### config.mk
export PLATFORM = sky130hd
export DESIGN_NAME = grid_threshold_triangulator_top
export DESIGN_NICKNAME = d
export VERILOG_FILES = /design/src/sv/gtt_pkg.sv /design/src/sv/gtt_ram.sv /design/src/sv/gtt_front.sv /design/src/sv/gtt_queue.sv /design/src/sv/gtt_back.sv /design/src/sv/grid_threshold_triangulator_top.sv
export SDC_FILE = /design/constraint.sdc
export NUM_CORES = 2
export LEC_CHECK = 0
export BUFFER_PORTS_ARGS = -buffer_cell sky130_fd_sc_hd__buf_2
export CAP_MARGIN = 20
export CORE_MARGIN = 1
export CORE_UTILIZATION = 55
export DETAILED_ROUTE_END_ITERATION = 10
export PLACE_DENSITY = 0.74
export SLEW_MARGIN = 20
export SYNTH_ARGS = -nofsm -noshare
export SYNTH_HDL_FRONTEND = slang
export SYNTH_SLANG_ARGS = --single-unit
### constraint.sdc
create_clock -name i_clk -period 25.4 [get_ports i_clk]
set_clock_uncertainty 0.1 [all_clocks]
set_input_delay 7.62 -clock i_clk [delete_from_list [all_inputs] [get_ports i_clk]]
set_output_delay 7.62 -clock i_clk [all_outputs]
set_load 0.05 [all_outputs]
### src/sv/gtt_pkg.sv
// gtt_pkg: shared types, constants and codes of the grid threshold triangulator.
// Used by every module of the block but gtt_ram; depends on nothing.
package gtt_pkg;

    localparam int GTT_MAX_COLUMNS     = 1024;
    localparam int GTT_NUM_CONSTRAINTS = 2;
    localparam int GTT_ID_W            = 20;
    localparam int GTT_ROW_LEN_W       = 11;
    localparam int GTT_VALUE_W         = 32;
    localparam int GTT_CFG_IDX_W       = 3;
    localparam int GTT_CFG_DATA_W      = 32;
    localparam int GTT_QUEUE_DEPTH     = 4;
    localparam int GTT_QPTR_W          = $clog2(GTT_QUEUE_DEPTH);
    localparam int GTT_QCOUNT_W        = $clog2(GTT_QUEUE_DEPTH + 1);

    localparam logic KIND_VERTEX   = 1'b0;
    localparam logic KIND_TRIANGLE = 1'b1;

    typedef enum logic [GTT_CFG_IDX_W-1:0] {
        CFG_ROW_LENGTH,
        CFG_THRESHOLD_ENABLE,
        CFG_TRIANGLE_ENABLE,
        CFG_CONSTRAINT_MASK,
        CFG_LOWER_A,
        CFG_UPPER_A,
        CFG_LOWER_B,
        CFG_UPPER_B
    } t_cfg_idx;

    typedef enum logic [2:0] {
        TRI_NONE,
        TRI_PAIR,
        TRI_AL_A_L,
        TRI_AL_A_C,
        TRI_AL_C_L,
        TRI_A_C_L
    } t_tri_mode;

    typedef logic [GTT_ID_W-1:0] t_id;

    typedef struct packed {
        logic [GTT_ROW_LEN_W-1:0] row_length;
        logic                     threshold_enable;
        logic                     triangle_enable;
        logic [1:0]               constraint_mask;
        logic [GTT_VALUE_W-1:0]   lower_a;
        logic [GTT_VALUE_W-1:0]   upper_a;
        logic [GTT_VALUE_W-1:0]   lower_b;
        logic [GTT_VALUE_W-1:0]   upper_b;
    } t_cfg;

    localparam t_cfg GTT_CFG_RESET = '{
        row_length:       11'd1024,
        threshold_enable: 1'b0,
        triangle_enable:  1'b0,
        constraint_mask:  2'd0,
        lower_a:          32'h8000_0000,
        upper_a:          32'h7FFF_FFFF,
        lower_b:          32'h8000_0000,
        upper_b:          32'h7FFF_FFFF
    };

    typedef struct packed {
        t_id       id;
        t_id       id_l;
        t_id       id_a;
        t_id       id_al;
        logic      has_vtx;
        t_tri_mode mode;
    } t_rec;

endpackage

### src/sv/gtt_ram.sv
// gtt_ram: generic simple dual-port RAM, one write port, one registered read port.
// Read returns the old data on a same-address write. No dependencies.
module gtt_ram #(
    parameter int WIDTH = 1,
    parameter int DEPTH = 1024
) (
    input  logic                     i_clk,
    input  logic                     i_we,
    input  logic [$clog2(DEPTH)-1:0] i_waddr,
    input  logic [WIDTH-1:0]         i_wdata,
    input  logic [$clog2(DEPTH)-1:0] i_raddr,
    output logic [WIDTH-1:0]         o_rdata
);

    logic [WIDTH-1:0] r_mem [DEPTH];

    always_ff @(posedge i_clk) begin
        if (i_we) begin
            r_mem[i_waddr] <= i_wdata;
        end
        o_rdata <= r_mem[i_raddr];
    end

endmodule

### src/sv/gtt_front.sv
// gtt_front: accepts points, thresholds them, keeps the grid counters and the
// validity line buffer, and classifies each point into a queue record.
// Depends on gtt_pkg and gtt_ram.
module gtt_front #(
    parameter int MAX_COLUMNS = gtt_pkg::GTT_MAX_COLUMNS
) (
    input  logic                                i_clk,
    input  logic                                i_rst_n,
    input  gtt_pkg::t_cfg                       i_cfg,
    input  logic                                i_push,
    input  logic signed [gtt_pkg::GTT_VALUE_W-1:0] i_value_a,
    input  logic signed [gtt_pkg::GTT_VALUE_W-1:0] i_value_b,
    input  logic                                i_frame_start,
    output logic                                o_full,
    input  logic [gtt_pkg::GTT_QCOUNT_W-1:0]    i_q_count,
    output logic                                o_q_push,
    output gtt_pkg::t_rec                       o_q_rec
);

    localparam int CW = (MAX_COLUMNS > 2) ? $clog2(MAX_COLUMNS) : 1;
    localparam int LW = ((CW > gtt_pkg::GTT_ROW_LEN_W) ? CW : gtt_pkg::GTT_ROW_LEN_W) + 1;
    localparam logic [LW-1:0] MaxCols = LW'(MAX_COLUMNS);
    localparam int FW = gtt_pkg::GTT_QCOUNT_W + 1;

    logic                 accept;
    logic [LW-1:0]        rlen_raw;
    logic [LW-1:0]        rlen;
    logic [CW-1:0]        col_eff;
    logic [CW-1:0]        col;
    logic                 row_end;
    gtt_pkg::t_id         id;
    logic                 row_nz;
    logic                 lf;
    logic                 cur;
    logic                 ab;
    gtt_pkg::t_tri_mode   mode;

    logic [CW-1:0]        r_col;
    logic                 r_row_nz;
    logic                 r_left;
    gtt_pkg::t_id         r_point;
    logic                 r_s1_valid;
    logic                 r_last_ab;
    gtt_pkg::t_id         r_s1_id;
    gtt_pkg::t_id         r_s1_id_l;
    gtt_pkg::t_id         r_s1_id_a;
    gtt_pkg::t_id         r_s1_id_al;
    logic                 r_s1_cur;
    logic                 r_s1_lf;
    logic                 r_s1_tri_ok;

    assign o_full = (FW'(i_q_count) + FW'(r_s1_valid)) >= FW'(gtt_pkg::GTT_QUEUE_DEPTH);
    assign accept = i_push && !o_full;

    always_comb begin
        rlen_raw = LW'(i_cfg.row_length);
        if (rlen_raw < LW'(2)) begin
            rlen = LW'(2);
        end else if (rlen_raw > MaxCols) begin
            rlen = MaxCols;
        end else begin
            rlen = rlen_raw;
        end

        col_eff = i_frame_start ? '0 : r_col;
        col     = (LW'(col_eff) >= rlen) ? '0 : col_eff;
        row_end = (LW'(col) + LW'(1)) >= rlen;
        id      = i_frame_start ? '0 : r_point;
        row_nz  = !i_frame_start && r_row_nz;
        lf      = !i_frame_start && r_left;

        cur = 1'b1;
        if (i_cfg.threshold_enable) begin
            if (gtt_pkg::GTT_NUM_CONSTRAINTS > 0 && i_cfg.constraint_mask[0] &&
                (i_value_a < $signed(i_cfg.lower_a) ||
                 $signed(i_cfg.upper_a) < i_value_a)) begin
                cur = 1'b0;
            end
            if (gtt_pkg::GTT_NUM_CONSTRAINTS > 1 && i_cfg.constraint_mask[1] &&
                (i_value_b < $signed(i_cfg.lower_b) ||
                 $signed(i_cfg.upper_b) < i_value_b)) begin
                cur = 1'b0;
            end
        end
    end

    gtt_ram #(
        .WIDTH (1),
        .DEPTH (MAX_COLUMNS)
    ) u_line (
        .i_clk   (i_clk),
        .i_we    (accept),
        .i_waddr (col),
        .i_wdata (cur),
        .i_raddr (col),
        .o_rdata (ab)
    );

    always_ff @(posedge i_clk) begin
        if (!i_rst_n) begin
            r_col      <= '0;
            r_row_nz   <= 1'b0;
            r_left     <= 1'b0;
            r_point    <= '0;
            r_s1_valid <= 1'b0;
            r_last_ab  <= 1'b0;
        end else begin
            r_s1_valid <= accept;
            if (accept) begin
                r_col    <= row_end ? '0 : col + CW'(1);
                r_left   <= row_end ? 1'b0 : cur;
                r_row_nz <= row_nz || row_end;
                r_point  <= id + gtt_pkg::t_id'(1);
            end
            if (r_s1_valid) begin
                r_last_ab <= ab;
            end
        end
    end

    always_ff @(posedge i_clk) begin
        if (accept) begin
            r_s1_id     <= id;
            r_s1_id_l   <= id - gtt_pkg::t_id'(1);
            r_s1_id_a   <= id - gtt_pkg::t_id'(rlen);
            r_s1_id_al  <= id - gtt_pkg::t_id'(rlen) - gtt_pkg::t_id'(1);
            r_s1_cur    <= cur;
            r_s1_lf     <= lf;
            r_s1_tri_ok <= i_cfg.triangle_enable && row_nz && (col != '0);
        end
    end

    always_comb begin
        mode = gtt_pkg::TRI_NONE;
        if (r_s1_tri_ok) begin
            if (r_last_ab && ab && r_s1_lf && r_s1_cur) begin
                mode = gtt_pkg::TRI_PAIR;
            end else if (r_last_ab && ab && r_s1_lf) begin
                mode = gtt_pkg::TRI_AL_A_L;
            end else if (r_last_ab && ab && r_s1_cur) begin
                mode = gtt_pkg::TRI_AL_A_C;
            end else if (r_last_ab && r_s1_lf && r_s1_cur) begin
                mode = gtt_pkg::TRI_AL_C_L;
            end else if (ab && r_s1_lf && r_s1_cur) begin
                mode = gtt_pkg::TRI_A_C_L;
            end
        end
        o_q_push        = r_s1_valid && (r_s1_cur || mode != gtt_pkg::TRI_NONE);
        o_q_rec.id      = r_s1_id;
        o_q_rec.id_l    = r_s1_id_l;
        o_q_rec.id_a    = r_s1_id_a;
        o_q_rec.id_al   = r_s1_id_al;
        o_q_rec.has_vtx = r_s1_cur;
        o_q_rec.mode    = mode;
    end

endmodule

### src/sv/gtt_queue.sv
// gtt_queue: short register FIFO of classified point records between front and back.
// Depends on gtt_pkg.
module gtt_queue (
    input  logic                             i_clk,
    input  logic                             i_rst_n,
    input  logic                             i_push,
    input  gtt_pkg::t_rec                    i_data,
    input  logic                             i_pop,
    output gtt_pkg::t_rec                    o_data,
    output logic                             o_empty,
    output logic [gtt_pkg::GTT_QCOUNT_W-1:0] o_count
);

    localparam int PW = gtt_pkg::GTT_QPTR_W;
    localparam logic [PW-1:0] LastPtr = PW'(gtt_pkg::GTT_QUEUE_DEPTH - 1);

    gtt_pkg::t_rec                    r_mem [gtt_pkg::GTT_QUEUE_DEPTH];
    logic [PW-1:0]                    r_wr_ptr;
    logic [PW-1:0]                    r_rd_ptr;
    logic [gtt_pkg::GTT_QCOUNT_W-1:0] r_count;
    logic                             do_pop;

    assign o_empty = (r_count == '0);
    assign o_count = r_count;
    assign o_data  = r_mem[r_rd_ptr];
    assign do_pop  = i_pop && !o_empty;

    always_ff @(posedge i_clk) begin
        if (!i_rst_n) begin
            r_wr_ptr <= '0;
            r_rd_ptr <= '0;
            r_count  <= '0;
        end else begin
            if (i_push) begin
                r_wr_ptr <= (r_wr_ptr == LastPtr) ? '0 : r_wr_ptr + PW'(1);
            end
            if (do_pop) begin
                r_rd_ptr <= (r_rd_ptr == LastPtr) ? '0 : r_rd_ptr + PW'(1);
            end
            if (i_push && !do_pop) begin
                r_count <= r_count + gtt_pkg::GTT_QCOUNT_W'(1);
            end else if (!i_push && do_pop) begin
                r_count <= r_count - gtt_pkg::GTT_QCOUNT_W'(1);
            end
        end
    end

    always_ff @(posedge i_clk) begin
        if (i_push) begin
            r_mem[r_wr_ptr] <= i_data;
        end
    end

endmodule

### src/sv/gtt_back.sv
// gtt_back: expands one queued record into its vertex and triangle results,
// one per cycle, held on the result ports until popped. Depends on gtt_pkg.
module gtt_back (
    input  logic                i_clk,
    input  logic                i_rst_n,
    input  logic                i_q_empty,
    input  gtt_pkg::t_rec       i_q_data,
    output logic                o_q_pop,
    input  logic                i_pop,
    output logic                o_empty,
    output logic                o_kind,
    output gtt_pkg::t_id        o_vertex_first,
    output gtt_pkg::t_id        o_vertex_second,
    output gtt_pkg::t_id        o_vertex_third,
    output logic                o_last
);

    logic          r_busy;
    logic [1:0]    r_step;
    gtt_pkg::t_rec r_rec;
    logic [1:0]    ntri;
    logic [1:0]    nres;
    logic [1:0]    tidx;
    logic          load;

    always_comb begin
        unique case (r_rec.mode)
            gtt_pkg::TRI_NONE: ntri = 2'd0;
            gtt_pkg::TRI_PAIR: ntri = 2'd2;
            default:           ntri = 2'd1;
        endcase
        nres   = ntri + 2'(r_rec.has_vtx);
        tidx   = r_step - 2'(r_rec.has_vtx);
        o_last = (r_step == nres - 2'd1);
    end

    assign o_empty = !r_busy;
    assign load    = (!r_busy || (i_pop && o_last)) && !i_q_empty;
    assign o_q_pop = load;

    always_ff @(posedge i_clk) begin
        if (!i_rst_n) begin
            r_busy <= 1'b0;
            r_step <= 2'd0;
        end else if (load) begin
            r_busy <= 1'b1;
            r_step <= 2'd0;
        end else if (i_pop && r_busy) begin
            if (o_last) begin
                r_busy <= 1'b0;
            end else begin
                r_step <= r_step + 2'd1;
            end
        end
    end

    always_ff @(posedge i_clk) begin
        if (load) begin
            r_rec <= i_q_data;
        end
    end

    always_comb begin
        o_kind          = gtt_pkg::KIND_TRIANGLE;
        o_vertex_first  = '0;
        o_vertex_second = '0;
        o_vertex_third  = '0;
        if (r_rec.has_vtx && r_step == 2'd0) begin
            o_kind         = gtt_pkg::KIND_VERTEX;
            o_vertex_first = r_rec.id;
        end else begin
            unique case (r_rec.mode)
                gtt_pkg::TRI_PAIR: begin
                    o_vertex_first = r_rec.id_al;
                    if (tidx == 2'd0) begin
                        o_vertex_second = r_rec.id_a;
                        o_vertex_third  = r_rec.id;
                    end else begin
                        o_vertex_second = r_rec.id;
                        o_vertex_third  = r_rec.id_l;
                    end
                end
                gtt_pkg::TRI_AL_A_L: begin
                    o_vertex_first  = r_rec.id_al;
                    o_vertex_second = r_rec.id_a;
                    o_vertex_third  = r_rec.id_l;
                end
                gtt_pkg::TRI_AL_A_C: begin
                    o_vertex_first  = r_rec.id_al;
                    o_vertex_second = r_rec.id_a;
                    o_vertex_third  = r_rec.id;
                end
                gtt_pkg::TRI_AL_C_L: begin
                    o_vertex_first  = r_rec.id_al;
                    o_vertex_second = r_rec.id;
                    o_vertex_third  = r_rec.id_l;
                end
                gtt_pkg::TRI_A_C_L: begin
                    o_vertex_first  = r_rec.id_a;
                    o_vertex_second = r_rec.id;
                    o_vertex_third  = r_rec.id_l;
                end
                default: begin
                    o_vertex_first = '0;
                end
            endcase
        end
    end

endmodule

### src/sv/grid_threshold_triangulator_top.sv
// An accepted point passes the front's r_s1 registers and the four-entry record queue into the
// back's record register. Throughput: one point per cycle into the front while full is low; the
// result port gives one result per cycle while pop is high, one to three results per queued point.
// Reset: synchronous, active low; clears counters, queue and configuration to defaults.
// The validity line buffer is not cleared; row 0 of each grid writes it before it is used.
// Depends on gtt_pkg, gtt_front, gtt_queue, gtt_back.
module grid_threshold_triangulator_top #(
    parameter int MAX_COLUMNS = gtt_pkg::GTT_MAX_COLUMNS
) (
    input  logic                                   i_clk,
    input  logic                                   i_rst_n,
    input  logic                                   i_cfg_wr_en,
    input  logic [gtt_pkg::GTT_CFG_IDX_W-1:0]      i_cfg_index,
    input  logic [gtt_pkg::GTT_CFG_DATA_W-1:0]     i_cfg_data,
    input  logic                                   push,
    output logic                                   full,
    input  logic signed [gtt_pkg::GTT_VALUE_W-1:0] i_value_a,
    input  logic signed [gtt_pkg::GTT_VALUE_W-1:0] i_value_b,
    input  logic                                   i_frame_start,
    output logic                                   empty,
    input  logic                                   pop,
    output logic                                   o_kind,
    output logic [gtt_pkg::GTT_ID_W-1:0]           o_vertex_first,
    output logic [gtt_pkg::GTT_ID_W-1:0]           o_vertex_second,
    output logic [gtt_pkg::GTT_ID_W-1:0]           o_vertex_third,
    output logic                                   o_last
);

    gtt_pkg::t_cfg                    r_cfg;
    logic                             q_push;
    gtt_pkg::t_rec                    q_wdata;
    logic                             q_pop;
    gtt_pkg::t_rec                    q_rdata;
    logic                             q_empty;
    logic [gtt_pkg::GTT_QCOUNT_W-1:0] q_count;

    always_ff @(posedge i_clk) begin
        if (!i_rst_n) begin
            r_cfg <= gtt_pkg::GTT_CFG_RESET;
        end else if (i_cfg_wr_en) begin
            unique case (gtt_pkg::t_cfg_idx'(i_cfg_index))
                gtt_pkg::CFG_ROW_LENGTH:       r_cfg.row_length <= i_cfg_data[10:0];
                gtt_pkg::CFG_THRESHOLD_ENABLE: r_cfg.threshold_enable <= i_cfg_data[0];
                gtt_pkg::CFG_TRIANGLE_ENABLE:  r_cfg.triangle_enable <= i_cfg_data[0];
                gtt_pkg::CFG_CONSTRAINT_MASK:  r_cfg.constraint_mask <= i_cfg_data[1:0];
                gtt_pkg::CFG_LOWER_A:          r_cfg.lower_a <= i_cfg_data;
                gtt_pkg::CFG_UPPER_A:          r_cfg.upper_a <= i_cfg_data;
                gtt_pkg::CFG_LOWER_B:          r_cfg.lower_b <= i_cfg_data;
                gtt_pkg::CFG_UPPER_B:          r_cfg.upper_b <= i_cfg_data;
                default:                       r_cfg <= r_cfg;
            endcase
        end
    end

    gtt_front #(
        .MAX_COLUMNS (MAX_COLUMNS)
    ) u_front (
        .i_clk         (i_clk),
        .i_rst_n       (i_rst_n),
        .i_cfg         (r_cfg),
        .i_push        (push),
        .i_value_a     (i_value_a),
        .i_value_b     (i_value_b),
        .i_frame_start (i_frame_start),
        .o_full        (full),
        .i_q_count     (q_count),
        .o_q_push      (q_push),
        .o_q_rec       (q_wdata)
    );

    gtt_queue u_queue (
        .i_clk   (i_clk),
        .i_rst_n (i_rst_n),
        .i_push  (q_push),
        .i_data  (q_wdata),
        .i_pop   (q_pop),
        .o_data  (q_rdata),
        .o_empty (q_empty),
        .o_count (q_count)
    );

    gtt_back u_back (
        .i_clk           (i_clk),
        .i_rst_n         (i_rst_n),
        .i_q_empty       (q_empty),
        .i_q_data        (q_rdata),
        .o_q_pop         (q_pop),
        .i_pop           (pop),
        .o_empty         (empty),
        .o_kind          (o_kind),
        .o_vertex_first  (o_vertex_first),
        .o_vertex_second (o_vertex_second),
        .o_vertex_third  (o_vertex_third),
        .o_last          (o_last)
    );

endmodule

* Word level (Yosys, flattened, before mapping)
Memories as Yosys holds them, arrays and structs flattened. A register that Yosys moved wholly into a read port is not among the register bits.
Index checks and enable logic that the tools add are counted.
** Word-level totals
- Register bits :: 270
- Memory bits (writable) :: 1360
- Input bits :: 105
- Output and inout port bits :: 64
- Logic and storage cells :: 165
- Memories :: 2
** Memories
- u_front.u_line.r_mem :: words 1024, width 1, read ports 1, clocked after Yosys merged registers in 1, write ports 1, RTL line gtt_ram.sv:15 : logic [WIDTH-1:0] r_mem [DEPTH];
- u_queue.r_mem :: words 4, width 84, read ports 1, clocked after Yosys merged registers in 1, write ports 1, RTL line gtt_queue.sv:17 : gtt_pkg::t_rec r_mem [gtt_pkg::GTT_QUEUE_DEPTH];
** Operators by class
- Add/subtract/negate cells :: 15
- Magnitude comparators :: 9
- Eq/ne operators :: 15
- Mux-type cells :: 37
- Bitwise gates (word level) :: 2
- Reduce and logical (&&, ||, !) cells :: 59
** Operator list (count)
- $lt 32x32->1 :: 4
- $mux 20 :: 6
- $pmux 20 s3 :: 2
- $pmux 20 s2 :: 1
- $sub 20x1->20 const B :: 2
- $mux 10 :: 3
- $mux 3 :: 8
- $logic_and 1x1->1 :: 23
- $mux 11 :: 2
- $add 20x1->20 const B :: 1
- $reduce_and 2->1 :: 10
- $sub 20x12->20 :: 1
- $eq 3x3->1 const B :: 6
- $eq 3x2->1 const B :: 4
- $ge 12x11->1 :: 1
- $mux 1 :: 12
- $add 10x1->11 const B :: 1
- $ge 10x11->1 :: 1
- $gt 11x11->1 const B :: 1
- $lt 11x2->1 const B :: 1
- $add 10x1->10 const B :: 1
- $reduce_bool 10->1 :: 1
- $logic_not 3->1 :: 3
- $add 2x1->2 const B :: 3
- other kinds (21) :: 39

* Logic depth before layout (Yosys ltp)
- Word-level depth :: 15
- Mapped depth :: 30
- Gate-level depth less buffers :: 21

* Hierarchy
A second synthesis with hierarchy kept.
** Second synthesis, totals
- Cells, all modules :: 5577
- Area, all modules :: 76663.5 µm²
** Modules (own cells, without submodules)
- gtt_ram :: instances 1, cells an instance 3112, area an instance 44656.6 µm², sequential area each 30769.5 µm²
- gtt_queue :: instances 1, cells an instance 483, area an instance 12568.3 µm², sequential area each 10269.8 µm²
- gtt_front :: instances 1, cells an instance 1143, area an instance 10048.4 µm², sequential area each 3173.0 µm²
- grid_threshold_triangulator_top :: instances 1, cells an instance 542, area an instance 5609.1 µm², sequential area each 2862.7 µm²
- gtt_back :: instances 1, cells an instance 297, area an instance 3781.1 µm², sequential area each 2582.5 µm²

* Worst setup path before layout
OpenSTA, ideal clock, no wires.
- Path type :: in2reg
- Start :: in i_value_b[17] (netlist name)
- End :: reg u_front.r_s1_cur, data pin
- Library setup time :: 2.804 ns
- Arrival :: 21.669 ns
- Required time :: 22.496 ns
- Slack :: 0.826 ns
- Cell stages on the path :: 12
- Buffers on the path :: 0
- Path through :: inv_1 -> ha_1 -> a21o_1 -> a21o_1 -> a21o_1 -> a21o_1 -> a211oi_1 -> o21ai_0 -> a31oi_1 -> o31ai_1 -> xnor2_1 -> o21a_1
** On the way
- Longest elaborated chain between the ends :: 5
- Elaborated cells between the ends (all ways) :: 6
- Those cells by class :: order compare (2); mux (2); reduce/logical (2)
** RTL lines
- start, declared :: RTL line grid_threshold_triangulator_top.sv:18 : input logic signed [gtt_pkg::GTT_VALUE_W-1:0] i_value_b,
- $lt 32x32->1 (on tied branches) :: RTL line gtt_front.sv:80, gtt_front.sv:81
- $logic_or 1x1->1 (*) :: RTL line gtt_front.sv:80 : (i_value_b < $signed(i_cfg.lower_b) ||
- $logic_and 1x1->1 (*) :: RTL line gtt_front.sv:79 : if (gtt_pkg::GTT_NUM_CONSTRAINTS > 1 && i_cfg.constraint_mask[1] &&
- $mux 1 (*) :: RTL line gtt_front.sv:79
- $mux 1 (*) :: RTL line gtt_front.sv:73 : if (i_cfg.threshold_enable) begin
- via u_front.cur :: RTL line gtt_front.sv:34 : logic cur;
- end signal, assigned :: RTL line gtt_front.sv:127 : r_s1_cur <= cur;
- end, declared :: RTL line gtt_front.sv:48 : logic r_s1_cur;
The timed path passes the listed nets; every way through them passes the cells marked *.
A chain may end at the register's enable or synchronous reset.

* Final worst setup path
- Start :: in i_frame_start
- End :: reg u_front.u_line.o_rdata (read register of u_front.u_line.r_mem)
** On the way
- Longest elaborated chain between the ends :: 3
** RTL lines
- start, declared :: RTL line grid_threshold_triangulator_top.sv:19 : input logic i_frame_start,
- $mux 10 (*) :: RTL line gtt_front.sv:65 : col_eff = i_frame_start ? '0 : r_col;
- $ge 10x11->1 :: RTL line gtt_front.sv:66 : col = (LW'(col_eff) >= rlen) ? '0 : col_eff;
- $mux 10 (*) :: RTL line gtt_front.sv:66
- end, declared :: RTL line gtt_ram.sv:12 : output logic [WIDTH-1:0] o_rdata
Mark *: on every way between the ends. The rest lies on a longest branch, timed or not.

==> results.tsv <==
stage	metric	value	unit
run_status	status	completed	
setup_path	Worst path top cell family by delay	buffers and inverters	
pwr	leakage power	23.9	nW
synth	Distinct cells, synth	86	
pwr	Clk pwr share	0.369	
setup_path	worst path bufs/invs	8	
synth	fraction of registers with async set or reset after synthesis	0	
placement	Port Buf Inserts	168	
finish	share of cells above drive strength 1	0.126	
timing	relative slew slack	0.138	
timing	Max Transition Viols Final	0	
synth	post-synth top area share	0.612	
synth	count leader, synth	edfxtp_1	
timing	post-route minimum period	13.96	ns
setup_path	most frequent CP cell	buf_4	
timing	RSZ-0062 raised after global routing	no	
hold_path	Worst Hold Depth	2	
flow_run	max-capacitance violation count	0	
finish	nets	6411	
placement	DP HPWL	126000	µm
clocking	hold-fix buffers at CTS	0	
setup_path	crit path max-delay cell type	inv_2	
grt	GRT Resource Usage Total	0.317	
route	Routed Antenna Nets	0	
floorplan	total I/O pin count	169	
clocking	Clock Tree Root	clkbuf_16	
clocking	cts bufs inserted	172	
setup_path	crit path kind	input port to flop	
placement	GP Congestion	0.918	
floorplan	Initial Utilization	0.554	
synth	simple logic cell fraction of the synthesized area	0.127	
setup_path	R2R depth	19	
grt	grt met3 use	0.0844	
synth	main combinational cell family by area after synthesis	simple AND/OR/NAND/NOR gates	
placement	Inst Count DP	7738	
synth	mapped cell area	74900	µm²
pwr	switching share of power	0.275	
floorplan	Core Region	135000	µm²
route	Starting DRT DRC Count	8187	
synth	top cells by count, synth	edfxtp_1, nor2_1, nand2_1	
timing	Final Hold Viols	0	
clocking	CTS tree	done	
synth	Post-synth EDFFs	1527	
route	Via Count	52600	
floorplan	die extent in y	371	µm
timing	Final setup viols	0	
floorplan	# rows	135	
clocking	H-tree Lvls	4	
synth	Area contributors post-synth	edfxtp_1, nor2_1, dfxtp_1	
synth	Seq cells post-synth	1715	
synth	Synth area leader	edfxtp_1	
grt	met2 Use GR	0.494	
pwr	Pwr Density	81.4	nW/µm²
finish	synth-to-layout area growth	11.0	%
pwr	switching pwr	1.86	mW
setup_path	nature of the critical path endpoint	flop	
clocking	clock latency on the worst-skew pair	0.82	ns
hold_path	HP Class	flop to flop	
route	overall routed net length	222000	µm
timing	Worst-Margin Slew	1.29	ns
grt	pin count of the biggest net entering global routing	128	
timing	fmax	71.6	MHz
setup_path	crit start category	input port	
route	drt first pass iters	6	
grt	grt met1 use	0.409	
setup_path	Critical Path Stages	20	
synth	sequential share of the synthesized area	0.662	
timing	period utilization	0.550	
floorplan	die area	138000	µm²
route	average routed wire per standard cell	27.6	µm
grt	Overflow after GRT	0	
pwr	Internal	4.91	mW
pwr	Seq pwr share	0.494	
timing	Total Neg Setup Slack	0	ns
synth	mux contribution to synthesized area	0.0459	
clocking	# clock sinks	1715	
grt	first-pass GRT wire length	320000	µm
clocking	setup bufs post-CTS	0	
grt	initial antenna violation count	12	
setup_path	critical path arrival	14.56	ns
synth	Syn Area/Cell	12.2	µm²
setup_path	crit-path cells	buf_2 > buf_4 > inv_1 > nand2_1 > inv_1 > ha_1 > a2111oi_2 > nor4_4 > buf_4 > a21oi_4 > buf_4 > inv_2 > buf_4 > a211oi_1 > nor3_1 > or4_1 > o31a_1 > nor4_1 > o32ai_1 > a311o_1	
synth	complex-gate fraction of the synthesized area	0.0917	
setup_path	slowest stage delay, CP	0.62	ns
pwr	Max VDD drop	85.7	µV
synth	Cells after Synth	6133	
clocking	Clock Pin Slew Worst Setup and Hold Paths	0.06	ns
synth	Top FF cell, synth	edfxtp_1	
grt	vias in the first global route	49700	
finish	Layout Cells excl Fill	8068	
synth	Post-Synth XOR/XNOR Area	0.00982	
timing	WHS	0.366	ns
clocking	CTS Buffer Depth	3	
grt	grt peak-use layer	met2	
route	# DRC	0	
synth	Synth Warn #	0	
route	mean number of vias per cell	6.52	
synth	Post-Synth Adder-Cell Area	0.0291	
pwr	Pwr Total	6.77	mW
pwr	Gate power share	0.137	
floorplan	Die Wd	371	µm
setup_path	Crit Path Max Fanout	45	
setup_path	Worst EP required	25.99	ns
synth	syn nets	6411	
clocking	CTS resizes	0	
## power groups by stage
stage	Sequential [mW]	Clock, mW	Combinational [mW]
floorplan	3.35	0	0.635
global placement	3.39	0	0.908
detailed placement	3.40	0	0.918
CTS	3.34	2.51	0.927
global route	3.36	2.61	0.980
finish	3.35	2.50	0.930
## path summary, 6_finish.rpt
path | slack, ns | startpoint | to
max | 11.44 | i_frame_start | u_front.u_line.o_rdata
min | 0.37 | r_cfg[36] | r_cfg[36]
max reg2reg | 18.27 | u_front.r_col[0] | u_front.u_line.o_rdata
min reg2reg | 0.37 | r_cfg[36] | r_cfg[36]
## sequential cells by signal, summed over array words and instances, names as in the netlist, 3 cells and up
signal / cells
r_cfg: 143
u_back.r_rec: 84
u_front.r_col: 10
u_front.r_point: 20
u_front.r_s1_id: 20
u_front.r_s1_id_a: 20
u_front.r_s1_id_al: 20
u_front.r_s1_id_l: 20
u_front.u_line.r_mem: 1024
u_queue.o_count: 3
u_queue.r_mem: 336
## layout by cell type (no fill, tap or decap), types with 50 or more instances in the layout
cell type,n
clkbuf_16,173
ha_1,171
dfxtp_1,185
edfxtp_1,1527
buf_2,167
nand3_1,113
buf_4,120
xnor2_1,50
nor3_1,56
nor2b_1,50
nand2_1,537
a21boi_0,94
a21oi_1,139
o221ai_1,111
inv_1,185
mux4_2,85
o22ai_1,111
nor2_1,1317
o21ai_0,116
mux2i_1,112
a21o_1,60
## worst min-delay path, cell delays in order, from the launching register on
cell      delay, ns
dfxtp_1        0.31
nand2_1        0.05
a21boi_0       0.06
## logic make-up after synthesis
group	count (synthesis)
buf+inv	660
mux	233
simple gates	2298
compound gates	970
xor+xnor	84
flops	1715
fa+ha+maj	173
## per-stage QoR
step / utilization / cell area (µm²) / worst slack, ns
floorplan: - / 74900 / 0.826
global placement: 0.573 / 77500 / 11.01
detailed placement: 0.573 / 77600 / 10.89
CTS: 0.614 / 83100 / 11.73
global route: 0.615 / 83200 / 11.44
finish: 0.615 / 83200 / 11.44
## layout make-up
class                      instances  area (µm²)
clock buffer                     208        4500
sequential                      1715       49600
fill                           10200       52100
multi-input combinational       3758       23200
clock inverter                   109         990
antenna                           11        27.5
timing repair buffer             294        1860
inverter                         192         724
tap                             1781        2230
## per-layer routing
| metal | wire (µm) | part of all wire |
|---|---|---|
| met3 | 29300 | 0.13 |
| met5 | 78 | 0.00035 |
| met1 | 78800 | 0.35 |
| met4 | 13500 | 0.061 |
| met2 | 101000 | 0.45 |
Power figures use the tool's default switching activity.
